## src/rtl/lsps_pkg.sv

```systemverilog
// Shared types and constants of the LED strip pixel shader.
// No dependencies; every other file of the block imports it.
package lsps_pkg;

    // Effect modes held in the mode register
    localparam logic [1:0] MODE_GENTLE = 2'd0;
    localparam logic [1:0] MODE_RIPPLE = 2'd1;
    localparam logic [1:0] MODE_BREATH = 2'd2;
    localparam logic [1:0] MODE_OFF    = 2'd3;

    // Configuration register indexes
    localparam logic [1:0] REG_EFFECT_MODE = 2'd0;
    localparam logic [1:0] REG_MAX_RED     = 2'd1;
    localparam logic [1:0] REG_MAX_GREEN   = 2'd2;
    localparam logic [1:0] REG_MAX_BLUE    = 2'd3;

    // Pixel offset to angle, Q8 scale factors for 1/80 rad and 1/30 rad
    localparam logic [16:0] GENTLE_K    = 17'd33377;
    localparam logic [16:0] RIPPLE_K    = 17'd89006;
    // 0.001 rad as a 32-bit binary angle
    localparam logic [31:0] BREATH_STEP = 32'd683565;

    // Ripple amplitude: floor(16384*e/180) = (e * AMP_RECIP) >> 14 for e <= 180
    localparam logic [20:0] AMP_RECIP   = 21'd1491309;
    localparam logic [7:0]  ENERGY_CAP  = 8'd180;

    // Gain offsets and sine coefficients, Q1.15
    localparam logic [15:0] GENTLE_BASE = 16'd32768;
    localparam logic [14:0] GENTLE_COEF = 15'd5898;
    localparam logic [15:0] RIPPLE_BASE = 16'd27853;
    localparam logic [14:0] RIPPLE_AMP0 = 15'd4915;
    localparam logic [15:0] BREATH_BASE = 16'd31130;
    localparam logic [14:0] BREATH_COEF = 15'd1638;

    // Quarter-wave polynomial constants
    localparam logic [15:0] POLY_C0 = 16'd51472;
    localparam logic [14:0] POLY_C1 = 15'd21024;
    localparam logic [11:0] POLY_C2 = 12'd2320;
    localparam logic [15:0] QUARTER = 16'd32768;
    localparam logic [14:0] P_MAX   = 15'd32767;

    localparam int QUEUE_DEPTH = 2;
    localparam int QPTR_W      = (QUEUE_DEPTH > 1) ? $clog2(QUEUE_DEPTH) : 1;
    localparam int QCNT_W      = $clog2(QUEUE_DEPTH + 1);

    // One classified pixel job between front and back
    typedef struct packed {
        logic [1:0]  mode;
        logic [15:0] angle;
        logic [7:0]  energy;
        logic [7:0]  base_red;
        logic [7:0]  base_green;
        logic [7:0]  base_blue;
        logic [7:0]  brightness;
        logic [7:0]  index;
    } t_job;

    // Channel saturation limits
    typedef struct packed {
        logic [7:0] red;
        logic [7:0] green;
        logic [7:0] blue;
    } t_limits;

endpackage

```

## src/rtl/lsps_front.sv

```systemverilog
// Front end: accepts pixel requests, keeps the breath angle and forms the sine angle.
// Depends on lsps_pkg.
module lsps_front
    import lsps_pkg::*;
#(
    parameter int LED_COUNT       = 256,
    parameter int SINE_TABLE_BITS = 10
) (
    input  logic        i_clk,
    input  logic        i_rst_n,
    input  logic        i_valid,
    output logic        o_ready,
    input  logic [1:0]  i_mode,
    input  logic [7:0]  i_pixel_index,
    input  logic        i_frame_start,
    input  logic [15:0] i_phase_angle,
    input  logic [9:0]  i_motion_energy,
    input  logic [7:0]  i_base_red,
    input  logic [7:0]  i_base_green,
    input  logic [7:0]  i_base_blue,
    input  logic [7:0]  i_brightness_in,
    input  logic        i_space,
    output logic        o_push,
    output t_job        o_job
);

    localparam int HALF  = LED_COUNT / 2;
    localparam int MAG_W = $clog2(((HALF > 255) ? HALF : 255) + 1);
    localparam int PW    = MAG_W + 17;
    localparam logic [MAG_W-1:0] HALF_V = MAG_W'(HALF);
    localparam int DROP = 16 - SINE_TABLE_BITS;
    localparam logic [15:0] ANG_MASK = 16'hFFFF << DROP;

    logic [31:0]      r_breath;
    logic [31:0]      n_breath;
    logic [MAG_W-1:0] idx_w;
    logic [MAG_W-1:0] mag;
    logic             below;
    logic [16:0]      k;
    logic [PW-1:0]    off_prod;
    logic [15:0]      off_ang;
    logic [15:0]      ang;

    assign o_ready = i_space;
    assign o_push  = i_valid && i_space;

    always_comb begin
        idx_w    = MAG_W'(i_pixel_index);
        below    = idx_w < HALF_V;
        mag      = below ? (HALF_V - idx_w) : (idx_w - HALF_V);
        k        = (i_mode == MODE_RIPPLE) ? RIPPLE_K : GENTLE_K;
        off_prod = PW'(mag) * PW'(k);
        off_ang  = off_prod[23:8];

        n_breath = r_breath;
        if (i_mode == MODE_BREATH && i_frame_start) begin
            n_breath = r_breath + BREATH_STEP;
        end

        unique case (i_mode)
            MODE_GENTLE: ang = (below ? (16'd0 - off_ang) : off_ang) + i_phase_angle;
            MODE_RIPPLE: ang = off_ang - i_phase_angle;
            MODE_BREATH: ang = n_breath[31:16];
            default:     ang = 16'd0;
        endcase

        o_job.mode       = i_mode;
        o_job.angle      = ang & ANG_MASK;
        o_job.energy     = (i_motion_energy > 10'(ENERGY_CAP)) ? ENERGY_CAP
                                                               : i_motion_energy[7:0];
        o_job.base_red   = i_base_red;
        o_job.base_green = i_base_green;
        o_job.base_blue  = i_base_blue;
        o_job.brightness = i_brightness_in;
        o_job.index      = i_pixel_index;
    end

    // Advance the breath angle only on an accepted beat
    always_ff @(posedge i_clk) begin
        if (!i_rst_n) begin
            r_breath <= 32'd0;
        end else if (o_push) begin
            r_breath <= n_breath;
        end
    end

endmodule

```

## src/rtl/lsps_queue.sv

```systemverilog
// Short job queue between front and back end.
// Depends on lsps_pkg.
module lsps_queue
    import lsps_pkg::*;
(
    input  logic i_clk,
    input  logic i_rst_n,
    input  logic i_push,
    input  t_job i_job,
    output logic o_space,
    input  logic i_pop,
    output logic o_avail,
    output t_job o_job
);

    t_job              r_mem [QUEUE_DEPTH];
    logic [QPTR_W-1:0] r_wr_ptr;
    logic [QPTR_W-1:0] r_rd_ptr;
    logic [QCNT_W-1:0] r_count;

    assign o_space = r_count != QCNT_W'(QUEUE_DEPTH);
    assign o_avail = r_count != '0;
    assign o_job   = r_mem[r_rd_ptr];

    always_ff @(posedge i_clk) begin
        if (i_push) begin
            r_mem[r_wr_ptr] <= i_job;
        end
    end

    always_ff @(posedge i_clk) begin
        if (!i_rst_n) begin
            r_wr_ptr <= '0;
            r_rd_ptr <= '0;
            r_count  <= '0;
        end else begin
            if (i_push) begin
                r_wr_ptr <= (r_wr_ptr == QPTR_W'(QUEUE_DEPTH - 1)) ? '0 : r_wr_ptr + 1'b1;
            end
            if (i_pop) begin
                r_rd_ptr <= (r_rd_ptr == QPTR_W'(QUEUE_DEPTH - 1)) ? '0 : r_rd_ptr + 1'b1;
            end
            if (i_push && !i_pop) begin
                r_count <= r_count + 1'b1;
            end else if (!i_push && i_pop) begin
                r_count <= r_count - 1'b1;
            end
        end
    end

    a_no_overfill: assert property (@(posedge i_clk) disable iff (!i_rst_n)
        !(i_push && !o_space))
        else $error("queue written while full");

    a_no_underrun: assert property (@(posedge i_clk) disable iff (!i_rst_n)
        !(i_pop && !o_avail))
        else $error("queue read while empty");

    a_count_bound: assert property (@(posedge i_clk) disable iff (!i_rst_n)
        r_count <= QCNT_W'(QUEUE_DEPTH))
        else $error("queue count out of range");

    a_count_track: assert property (@(posedge i_clk) disable iff (!i_rst_n)
        (i_push && !i_pop) |=> r_count == $past(r_count) + 1'b1)
        else $error("queue count missed a write");

endmodule

```

## src/rtl/lsps_back.sv

```systemverilog
// Back end: sine polynomial, gain and channel scaling on one shared multiplier,
// with the output register. Depends on lsps_pkg.
module lsps_back
    import lsps_pkg::*;
(
    input  logic       i_clk,
    input  logic       i_rst_n,
    input  logic       i_avail,
    input  t_job       i_job,
    output logic       o_pop,
    input  t_limits    i_limits,
    output logic       o_valid,
    input  logic       i_ready,
    output logic [7:0] o_pixel_out_index,
    output logic [7:0] o_out_red,
    output logic [7:0] o_out_green,
    output logic [7:0] o_out_blue,
    output logic [7:0] o_out_brightness
);

    localparam logic [3:0] ST_IDLE  = 4'd0;
    localparam logic [3:0] ST_AMP   = 4'd1;
    localparam logic [3:0] ST_X2    = 4'd2;
    localparam logic [3:0] ST_INNER = 4'd3;
    localparam logic [3:0] ST_RPOLY = 4'd4;
    localparam logic [3:0] ST_POLY  = 4'd5;
    localparam logic [3:0] ST_GAIN  = 4'd6;
    localparam logic [3:0] ST_SUM   = 4'd7;
    localparam logic [3:0] ST_MR    = 4'd8;
    localparam logic [3:0] ST_MG    = 4'd9;
    localparam logic [3:0] ST_MB    = 4'd10;
    localparam logic [3:0] ST_OUT   = 4'd11;

    logic [3:0]          r_state;
    logic [3:0]          n_state;
    t_job                r_job;
    logic [15:0]         r_x;
    logic                r_neg;
    logic [14:0]         r_coef;
    logic [15:0]         r_base;
    logic [15:0]         r_x2;
    logic [15:0]         r_gain;
    logic [7:0]          r_red;
    logic [7:0]          r_green;
    logic signed [40:0]  r_prod;
    logic                r_valid;
    logic [7:0]          r_idx_o;
    logic [7:0]          r_red_o;
    logic [7:0]          r_green_o;
    logic [7:0]          r_blue_o;
    logic [7:0]          r_bright_o;

    logic signed [22:0]  m_a;
    logic signed [17:0]  m_b;
    logic [15:0]         x_new;
    logic [14:0]         inner;
    logic [15:0]         rpoly;
    logic [14:0]         p_val;
    logic signed [17:0]  s_val;
    logic signed [40:0]  biased;
    logic [15:0]         gain;
    logic [8:0]          chan;
    logic [7:0]          chan_limit;
    logic [7:0]          chan_sat;
    logic                out_free;
    logic                off;

    assign o_pop    = (r_state == ST_IDLE) && i_avail;
    assign out_free = !r_valid || i_ready;
    assign off      = r_job.mode == MODE_OFF;

    always_comb begin
        x_new = {1'b0, i_job.angle[13:0], 1'b0};
        if (i_job.angle[14]) begin
            x_new = QUARTER - x_new;
        end
        inner = POLY_C1 - r_prod[29:15];
        rpoly = POLY_C0 - r_prod[30:15];
        p_val = (r_prod[31:15] > {2'b00, P_MAX}) ? P_MAX : r_prod[29:15];
        s_val = r_neg ? -$signed({3'b000, p_val}) : $signed({3'b000, p_val});
        biased = r_prod + ((r_prod < 0) ? 41'sd32767 : 41'sd0);
        gain   = r_base + biased[30:15];

        chan = r_prod[23:15];
        unique case (r_state)
            ST_MG:   chan_limit = i_limits.red;
            ST_MB:   chan_limit = i_limits.green;
            default: chan_limit = i_limits.blue;
        endcase
        chan_sat = (chan > {1'b0, chan_limit}) ? chan_limit : chan[7:0];
    end

    // Shared multiplier operand selection
    always_comb begin
        m_a = '0;
        m_b = '0;
        unique case (r_state)
            ST_AMP: begin
                m_a = 23'(AMP_RECIP);
                m_b = 18'(r_job.energy);
            end
            ST_X2: begin
                m_a = 23'(r_x);
                m_b = 18'(r_x);
            end
            ST_INNER: begin
                m_a = 23'(r_prod[30:15]);
                m_b = 18'(POLY_C2);
            end
            ST_RPOLY: begin
                m_a = 23'(inner);
                m_b = 18'(r_x2);
            end
            ST_POLY: begin
                m_a = 23'(rpoly);
                m_b = 18'(r_x);
            end
            ST_GAIN: begin
                m_a = 23'(r_coef);
                m_b = s_val;
            end
            ST_MR: begin
                m_a = 23'(r_gain);
                m_b = 18'(r_job.base_red);
            end
            ST_MG: begin
                m_a = 23'(r_gain);
                m_b = 18'(r_job.base_green);
            end
            ST_MB, ST_OUT: begin
                m_a = 23'(r_gain);
                m_b = 18'(r_job.base_blue);
            end
            default: begin
                m_a = '0;
                m_b = '0;
            end
        endcase
    end

    always_comb begin
        n_state = r_state;
        unique case (r_state)
            ST_IDLE: begin
                if (i_avail) begin
                    unique case (i_job.mode)
                        MODE_OFF:    n_state = ST_OUT;
                        MODE_RIPPLE: n_state = ST_AMP;
                        default:     n_state = ST_X2;
                    endcase
                end
            end
            ST_AMP:   n_state = ST_X2;
            ST_X2:    n_state = ST_INNER;
            ST_INNER: n_state = ST_RPOLY;
            ST_RPOLY: n_state = ST_POLY;
            ST_POLY:  n_state = ST_GAIN;
            ST_GAIN:  n_state = ST_SUM;
            ST_SUM:   n_state = ST_MR;
            ST_MR:    n_state = ST_MG;
            ST_MG:    n_state = ST_MB;
            ST_MB:    n_state = ST_OUT;
            ST_OUT:   n_state = out_free ? ST_IDLE : ST_OUT;
            default:  n_state = ST_IDLE;
        endcase
    end

    always_ff @(posedge i_clk) begin
        if (!i_rst_n) begin
            r_state <= ST_IDLE;
            r_valid <= 1'b0;
        end else begin
            r_state <= n_state;
            if (r_state == ST_OUT && out_free) begin
                r_valid <= 1'b1;
            end else if (i_ready) begin
                r_valid <= 1'b0;
            end
        end
    end

    always_ff @(posedge i_clk) begin
        // Hold the blue product while the result waits for the output register
        if (r_state != ST_OUT) begin
            r_prod <= m_a * m_b;
        end
        unique case (r_state)
            ST_IDLE: begin
                if (i_avail) begin
                    r_job <= i_job;
                    r_x   <= x_new;
                    r_neg <= i_job.angle[15];
                    if (i_job.mode == MODE_BREATH) begin
                        r_coef <= BREATH_COEF;
                        r_base <= BREATH_BASE;
                    end else begin
                        r_coef <= GENTLE_COEF;
                        r_base <= GENTLE_BASE;
                    end
                end
            end
            ST_X2: begin
                if (r_job.mode == MODE_RIPPLE) begin
                    r_coef <= RIPPLE_AMP0 + r_prod[28:14];
                    r_base <= RIPPLE_BASE;
                end
            end
            ST_INNER: r_x2   <= r_prod[30:15];
            ST_SUM:   r_gain <= gain;
            ST_MG:    r_red  <= chan_sat;
            ST_MB:    r_green <= chan_sat;
            default: begin
            end
        endcase
        if (r_state == ST_OUT && out_free) begin
            r_idx_o    <= r_job.index;
            r_red_o    <= off ? 8'd0 : r_red;
            r_green_o  <= off ? 8'd0 : r_green;
            r_blue_o   <= off ? 8'd0 : chan_sat;
            r_bright_o <= off ? 8'd0 : r_job.brightness;
        end
    end

    assign o_valid           = r_valid;
    assign o_pixel_out_index = r_idx_o;
    assign o_out_red         = r_red_o;
    assign o_out_green       = r_green_o;
    assign o_out_blue        = r_blue_o;
    assign o_out_brightness  = r_bright_o;

    a_pop_idle: assert property (@(posedge i_clk) disable iff (!i_rst_n)
        o_pop |-> r_state == ST_IDLE)
        else $error("job taken while busy");

    a_off_black: assert property (@(posedge i_clk) disable iff (!i_rst_n)
        (r_state == ST_OUT && out_free && off) |=>
            (o_out_red == 8'd0 && o_out_green == 8'd0 && o_out_blue == 8'd0
             && o_out_brightness == 8'd0))
        else $error("off mode gave a colour");

    a_result_waits: assert property (@(posedge i_clk) disable iff (!i_rst_n)
        (r_state == ST_OUT && !out_free) |=> r_state == ST_OUT)
        else $error("result left while output register full");

endmodule

```

## src/rtl/led_strip_effect_pixel_shader.sv

```systemverilog
// Top level of the LED strip effect pixel shader: configuration registers,
// front end, job queue and back end. Depends on lsps_pkg and the lsps_* modules.
//
// Usage:
//   Input channel (i_valid / o_ready) takes one pixel request per beat: index,
//   frame start flag, phase, motion energy, base colour and brightness.
//   Output channel (o_valid / i_ready) gives one shaded colour per request,
//   in request order.
//   Configuration writes (i_cfg_we, i_cfg_idx, i_cfg_data) take effect at
//   once; write them only while no pixel is in flight.
// Processing:
//   The front end classifies a request in its accept cycle and queues it.
//   The back end runs one shared multiplier through amplitude (ripple only),
//   sine polynomial, gain and three channel products, and takes the next
//   pixel from the queue only once the current one has left for the output
//   register; off mode goes straight to the output.
// Reset:
//   Mode returns to off, limits to 255, breath angle to zero, queue empties.
// Stall:
//   A result holds in the output register; the back end finishes the next
//   pixel and waits, while the queue keeps taking requests until full.
module led_strip_effect_pixel_shader
    import lsps_pkg::*;
#(
    parameter int LED_COUNT       = 256,
    parameter int SINE_TABLE_BITS = 10
) (
    input  logic        i_clk,
    input  logic        i_rst_n,
    input  logic        i_cfg_we,
    input  logic [1:0]  i_cfg_idx,
    input  logic [7:0]  i_cfg_data,
    input  logic        i_valid,
    output logic        o_ready,
    input  logic [7:0]  i_pixel_index,
    input  logic        i_frame_start,
    input  logic [15:0] i_phase_angle,
    input  logic [9:0]  i_motion_energy,
    input  logic [7:0]  i_base_red,
    input  logic [7:0]  i_base_green,
    input  logic [7:0]  i_base_blue,
    input  logic [7:0]  i_brightness_in,
    output logic        o_valid,
    input  logic        i_ready,
    output logic [7:0]  o_pixel_out_index,
    output logic [7:0]  o_out_red,
    output logic [7:0]  o_out_green,
    output logic [7:0]  o_out_blue,
    output logic [7:0]  o_out_brightness
);

    logic [1:0] r_effect_mode;
    t_limits    r_limits;
    logic       q_space;
    logic       q_avail;
    logic       push;
    logic       pop;
    t_job       front_job;
    t_job       back_job;

    always_ff @(posedge i_clk) begin
        if (!i_rst_n) begin
            r_effect_mode  <= MODE_OFF;
            r_limits.red   <= 8'd255;
            r_limits.green <= 8'd255;
            r_limits.blue  <= 8'd255;
        end else if (i_cfg_we) begin
            unique case (i_cfg_idx)
                REG_EFFECT_MODE: r_effect_mode  <= i_cfg_data[1:0];
                REG_MAX_RED:     r_limits.red   <= i_cfg_data;
                REG_MAX_GREEN:   r_limits.green <= i_cfg_data;
                REG_MAX_BLUE:    r_limits.blue  <= i_cfg_data;
                default: begin
                end
            endcase
        end
    end

    lsps_front #(
        .LED_COUNT       (LED_COUNT),
        .SINE_TABLE_BITS (SINE_TABLE_BITS)
    ) u_front (
        .i_clk           (i_clk),
        .i_rst_n         (i_rst_n),
        .i_valid         (i_valid),
        .o_ready         (o_ready),
        .i_mode          (r_effect_mode),
        .i_pixel_index   (i_pixel_index),
        .i_frame_start   (i_frame_start),
        .i_phase_angle   (i_phase_angle),
        .i_motion_energy (i_motion_energy),
        .i_base_red      (i_base_red),
        .i_base_green    (i_base_green),
        .i_base_blue     (i_base_blue),
        .i_brightness_in (i_brightness_in),
        .i_space         (q_space),
        .o_push          (push),
        .o_job           (front_job)
    );

    lsps_queue u_queue (
        .i_clk   (i_clk),
        .i_rst_n (i_rst_n),
        .i_push  (push),
        .i_job   (front_job),
        .o_space (q_space),
        .i_pop   (pop),
        .o_avail (q_avail),
        .o_job   (back_job)
    );

    lsps_back u_back (
        .i_clk             (i_clk),
        .i_rst_n           (i_rst_n),
        .i_avail           (q_avail),
        .i_job             (back_job),
        .o_pop             (pop),
        .i_limits          (r_limits),
        .o_valid           (o_valid),
        .i_ready           (i_ready),
        .o_pixel_out_index (o_pixel_out_index),
        .o_out_red         (o_out_red),
        .o_out_green       (o_out_green),
        .o_out_blue        (o_out_blue),
        .o_out_brightness  (o_out_brightness)
    );

endmodule
```

## config.mk

```make
export PLATFORM = sky130hd
export DESIGN_NAME = led_strip_effect_pixel_shader
export DESIGN_NICKNAME = d
export VERILOG_FILES = /design/src/rtl/lsps_pkg.sv /design/src/rtl/lsps_front.sv /design/src/rtl/lsps_queue.sv /design/src/rtl/lsps_back.sv /design/src/rtl/led_strip_effect_pixel_shader.sv
export SDC_FILE = /design/constraint.sdc
export NUM_CORES = 2
export LEC_CHECK = 0
export ABC_AREA = 0
export BUFFER_PORTS_ARGS = -buffer_cell sky130_fd_sc_hd__buf_2
export CAP_MARGIN = 30
export CORE_MARGIN = 2
export CORE_UTILIZATION = 50
export CTS_BUF_LIST = sky130_fd_sc_hd__clkbuf_8
export CTS_CLUSTER_SIZE = 28
export DETAILED_ROUTE_END_ITERATION = 12
export GPL_TIMING_DRIVEN = 0
export PLACE_DENSITY_LB_ADDON = 0.1
export SLEW_MARGIN = 20
export SYNTH_ARGS = -nofsm -noshare
export SYNTH_HDL_FRONTEND = slang
export SYNTH_SLANG_ARGS = --single-unit
```

## constraint.sdc

```tcl
create_clock -name i_clk -period 29.8 [get_ports i_clk]
set_input_delay 7.45 -clock i_clk [delete_from_list [all_inputs] [get_ports i_clk]]
set_output_delay 7.45 -clock i_clk [all_outputs]
set_load 0.02 [all_outputs]
```

## Yosys cells after proc, flatten, opt, wreduce, memory -nomap -nowiden

Memory sizes are Yosys's and may differ from the RTL's. A register that Yosys moved wholly into a read port is not among the register bits.
Cells that the tools add are included.

| storage, ports and cells | value |
|---|---|
| register bits | 293 |
| bits in latches | 0 |
| RAM bits | 120 |
| bits in read-only memories | 0 |
| input bits | 82 |
| output and inout bits | 42 |
| word-level logic and storage cells | 146 |
| memories kept | 1 |

| cells by class | value |
|---|---|
| add/subtract/negate cells | 17 |
| multiply operators | 2 |
| divide/modulo/power cells | 0 |
| magnitude comparators | 5 |
| equal/unequal tests | 25 |
| shift operators | 0 |
| muxes and demuxes | 36 |
| bitwise operators | 0 |
| reduce and logical (&&, ||, !) cells | 27 |

Memory list:

| memory | depth | bits a word | rd ports | clocked after memory_dff | write ports | RTL line | RTL |
|---|---|---|---|---|---|---|---|
| u_queue.r_mem | 2 | 60 | 1 | 1 | 1 | lsps_queue.sv:16 | `t_job r_mem [QUEUE_DEPTH];` |

Operators with widths:

| kind | count |
|---|---|
| 21-bit case mux with 7 select lines | 1 |
| 18-bit case mux with 8 select lines | 1 |
| 15-bit two-way mux | 5 |
| 16-bit two-way mux | 4 |
| 16-bit case mux with 3 select lines | 1 |
| 4-bit case mux with 12 select lines | 1 |
| 40-bit by 1-bit less-than comparator with 1-bit output (second input constant) | 1 |
| 22-bit by 18-bit multiplier with 40-bit output | 1 |
| 16-bit adder | 2 |
| 32-bit by 20-bit adder with 32-bit output (second input constant) | 1 |
| 32-bit two-way mux | 1 |
| 16-bit case mux with 2 select lines | 1 |
| 31-bit by 16-bit adder with 31-bit output | 1 |
| 15-bit case mux with 2 select lines | 1 |
| 8-bit by 17-bit multiplier with 24-bit output | 1 |
| 8-bit two-way mux | 3 |
| 18-bit two-way mux | 1 |
| 15-bit negation with 18-bit output | 1 |
| 17-bit by 15-bit > comparator with 1-bit output (second input constant) | 1 |
| 17-bit two-way mux | 1 |
| 4-bit by 3-bit == test with 1-bit output (second input constant) | 4 |
| 4-bit == test (second input constant) | 4 |
| 8-bit case mux with 2 select lines | 1 |
| 1-bit by 16-bit subtractor with 16-bit output (first input constant) | 1 |
| 35 further kinds | 72 |

## Logic depth before layout (Yosys ltp)

| depth | value |
|---|---|
| depth in word-level cells | 7 |
| gate-level depth with buffers | 38 |
| depth with buffers taken out | 36 |

## By module

A second synthesis with hierarchy kept.

| second synthesis, totals | value |
|---|---|
| cell total of the unflattened synthesis | 3428 |
| area, all modules | 35131.2 µm² |

By module, submodules not included:

| module | times used | cells each | area an instance (µm²) | sequential area each (µm²) |
|---|---|---|---|---|
| lsps_back | 1 | 2258 | 22282.6 | 6286.0 |
| lsps_front | 1 | 848 | 6791.5 | 640.6 |
| lsps_queue | 1 | 227 | 4992.3 | 4063.9 |
| led_strip_effect_pixel_shader | 1 | 95 | 1064.8 | 520.5 |

## Worst setup path after synthesis

OpenSTA, ideal clock, no wires.

| timing | value |
|---|---|
| path type | input to register |
| from | in i_pixel_index[1] |
| to | mem u_queue.r_mem[0][57] (netlist bit) (data pin) |
| library setup time | 0.275 ns |
| arrival | 14.805 ns |
| required time | 29.525 ns |
| setup slack | 14.720 ns |
| stages | 30 |
| path buffers | 1 |
| cells stage by stage | nor3_1 -> nor3b_1 -> nor4b_1 -> nand2_1 -> fa_1 -> fa_1 -> inv_1 -> fa_1 -> fa_1 -> ha_1 -> buf_6 -> and3_4 -> a221o_1 -> a21oi_2 -> o21bai_1 -> xor2_1 -> inv_1 -> a31oi_1 -> xor2_1 -> ha_1 -> a21oi_1 -> o21ai_0 -> a2111oi_0 -> nor3_1 -> o2111ai_1 -> and4b_1 -> o21bai_1 -> a21oi_1 -> xnor2_1 -> o311ai_2 |

RTL lines:

| what | RTL line | RTL |
|---|---|---|
| start, declared | led_strip_effect_pixel_shader.sv:35 | `input logic [7:0] i_pixel_index,` |
| end, declared | lsps_queue.sv:16 |  |

==> results_dict.tcl <==
set metrics [dict create \
    htreeDepth 3 \
    cts_tree "yes" \
    cts-resized-gates 0 \
    holdPathStages 0 \
    final_cell_mix "inv_1, nand2_1, fa_1" \
    yosysWarnings 0 \
    vias 25300 \
    ant_nets 0 \
    start_util_pct 50.3 \
    rr_worst_depth 35 \
    arrival_ps 16290 \
    cp_slowest_stage_delay_ps 700 \
    antenna_found_initial 13 \
    worst-path-buf-inv 5 \
    finalNetCount 4324 \
    grt_setup_unrepaired "no" \
    fin_crit_sh_pct 53.3 \
    final_area_mm2 0.0372 \
    placed_cell_area_mm2 0.0359 \
    path_class "in -> reg" \
    timing.final.max_slew_violations 0 \
    fin_crit_ps 15890 \
    critPathRequiredTime_ps 30200 \
    finish.utilization_pct 55.5 \
    synth_seq_cells 388 \
    ff2ff_setup_slack_ps 18180 \
    endpoint_kind "flip-flop" \
    setup_tns_ps 0 \
    wl_per_cell_um 21.1 \
    postCtsSetupRepairBufs 0 \
    clockBufferDepth 3 \
    final_hold_viol_count 0 \
    cts_root_buf "clkbuf_8" \
    syn_area_per_cell_um2 10.0 \
    ys_seq_area_share_pct 32.5 \
    dp_hpwl_um 77200 \
    max-slew-margin-rel_pct 30.2 \
    place_congestion 0.960 \
    rows 95 \
    cp.depth 32 \
    clk_latency_ps 660 \
    drv_cap 0 \
    drive_gt1_share_pct 9.50 \
    p_leak_nw 17.0 \
    grt.overflow.total 0 \
    io_pins 124 \
    finalSetupViolations 0 \
    die_area_mm2 0.0696 \
    async_flop_share_pct 0 \
    cts.reportedPaths.clkPinSlew_ps 60 \
    slowest_stage "a2111oi_0" \
    ir_worst_vdd_uv 82.0 \
    hold_end "u_back.o_pixel_out_index[4]" \
    synth_area_mm2 0.0337 \
    drc 0 \
    dr.pass1.iters 7 \
    cts_buffers 66 \
    powerDensity_mw_per_mm2 97.8 \
    grt_max_degree 49 \
    min-delay-start "u_back.r_job[4]" \
    grtUsageTotal_pct 28.2 \
    first_iter_violations 1700 \
    grt_pass1_vias 26600 \
    critPathTopFamily "compound AO/OA/AOI/OAI gates" \
    synth_cells 3375 \
    fmax_ghz 0.0629 \
    die_width_um 264 \
    p_total_mw 3.64 \
    ys_types 87 \
    fin_skew_ps 62.2 \
    ys.flop_type "edfxtp_1" \
    status "finished, final reports clean" \
    finalWirelength_um 95800 \
    clock-sinks 388 \
    crit_fanout 8 \
    layout_commonest_cell "inv_1" \
    reg2reg_to "u_back.r_prod[39]" \
    worstMarginPinSlew_ps 1040 \
    synth_edf_count 320 \
    grt_first_pass_wirelength_um 152000 \
    fp.coreArea_mm2 0.0670 \
    hold_class "reg -> reg" \
    syn_to_final_growth_pct 10.2 \
    viasPerCell 5.57 \
    hold_buffers 0 \
    startpoint_type "primary input" \
    die_h_um 264 \
    io_buffers 122 \
    regToRegStartpoint "u_back.r_prod[24]" \
    cpMostUsedCell "fa_1" \
]
-- through the flow --
step / hold WS (ps) / std cells / setup slack, ps
2_1_floorplan: 400 / 3405 / 14720
3_3_place_gp: 403 / 4400 / 12930
3_5_place_dp: 405 / 4426 / 13170
4_1_cts: 420 / 4544 / 13840
5_1_grt: 427 / 4548 / 13330
6_report: 419 / 4548 / 13910
-- report_power, final --
group | switching [mW] | internal (mW) | leakage [nW] | total (mW)
Sequential | 0.0671 | 0.772 | 3.56 | 0.839
Clock | 0.221 | 0.232 | 0.716 | 0.453
Combinational | 1.49 | 0.854 | 12.7 | 2.34
Total | 1.78 | 1.86 | 17.0 | 3.64
-- how the worst max path moves through the flow --
stage	from	to	slack (ps)
2_1_floorplan	i_pixel_index[1]	u_queue.r_mem[0][57]	14720
3_3_place_gp	i_pixel_index[0]	u_queue.r_mem[0][57]	12930
3_5_place_dp	i_pixel_index[0]	u_queue.r_mem[1][57]	13170
4_1_cts	i_pixel_index[0]	u_queue.r_mem[1][57]	13840
5_1_grt	i_pixel_index[0]	u_queue.r_mem[1][57]	13330
6_report	i_pixel_index[0]	u_queue.r_mem[1][57]	13910
-- per-layer routing --
layer,GRT usage [%],wire length (µm),vias up
li1,-,-,11700
met1,35.6,38800,12600
met2,48.3,46900,812
met3,5.54,6480,202
met4,9.77,3420,22
met5,0,134,-
-- state kept, by name, indices dropped and copies added (netlist names), 15 cells and up, named ones only --
register,count
r_limits,24
u_back.r_coef,15
u_back.r_gain,16
u_back.r_job,50
u_back.r_prod,33
u_back.r_x2,16
u_front.r_breath,26
u_queue.r_mem,120
-- final cells by class --
| class | count | area, µm² |
|---|---|---|
| Antenna cell | 1 | 2.50 |
| Multi-Input combinational cell | 2362 | 20500 |
| Tap cell | 873 | 1090 |
| Clock inverter | 50 | 295 |
| Inverter | 529 | 1990 |
| Clock buffer | 68 | 936 |
| Fill cell | 6023 | 29800 |
| Timing Repair Buffer | 151 | 930 |
| Sequential cell | 388 | 11000 |
| Buffer | 126 | 498 |
-- cell usage after synthesis (13+ instances only) --
cell	number	share of area (%)
a211oi_1	20	0.44
a21o_1	33	0.73
a21oi_1	142	2.1
a22oi_1	16	0.36
a31oi_1	19	0.35
and2_1	78	1.4
and3_1	26	0.48
buf_2	13	0.19
clkbuf_1	103	1.1
dfxtp_1	68	4.0
edfxtp_1	320	28
fa_1	329	20
ha_1	289	11
inv_1	526	5.9
mux2_2	53	1.8
mux2i_1	21	0.62
nand2_1	344	3.8
nand2b_1	22	0.41
nand3_1	55	0.82
nand4_1	19	0.35
nor2_1	270	3.0
nor2b_1	23	0.43
nor3_1	64	0.95
nor4_1	14	0.26
o21a_1	29	0.65
o21ai_0	85	1.3
o22ai_1	22	0.41
or3_1	16	0.30
xnor2_1	101	2.6
xor2_1	75	1.9
-- worst register-to-register path: cells and delay by family (launching register included) --
family / cells / cell delay, ps
simple gates: 10 / 1620
buf+inv: 8 / 1710
xor+xnor: 2 / 690
fa+ha+maj: 8 / 3830
compound gates: 7 / 3120
flops: 1 / 360
-- logic make-up (layout without fill, tap and decap cells) --
family / Yosys count / count (layout) / share of synthesized area, %
DFF: 388 / 388 / 32.5
buffers and inverters: 655 / 924 / 7.36
adders and majority gates: 618 / 618 / 30.2
and+or+nand+nor: 974 / 974 / 13.3
other: 2 / 33 / 0.0223
xor gates and xnor gates: 177 / 177 / 4.65
AOI/OAI and AO/OA: 487 / 487 / 9.51
muxes: 74 / 74 / 2.39
(Power assumes the default switching activity.)
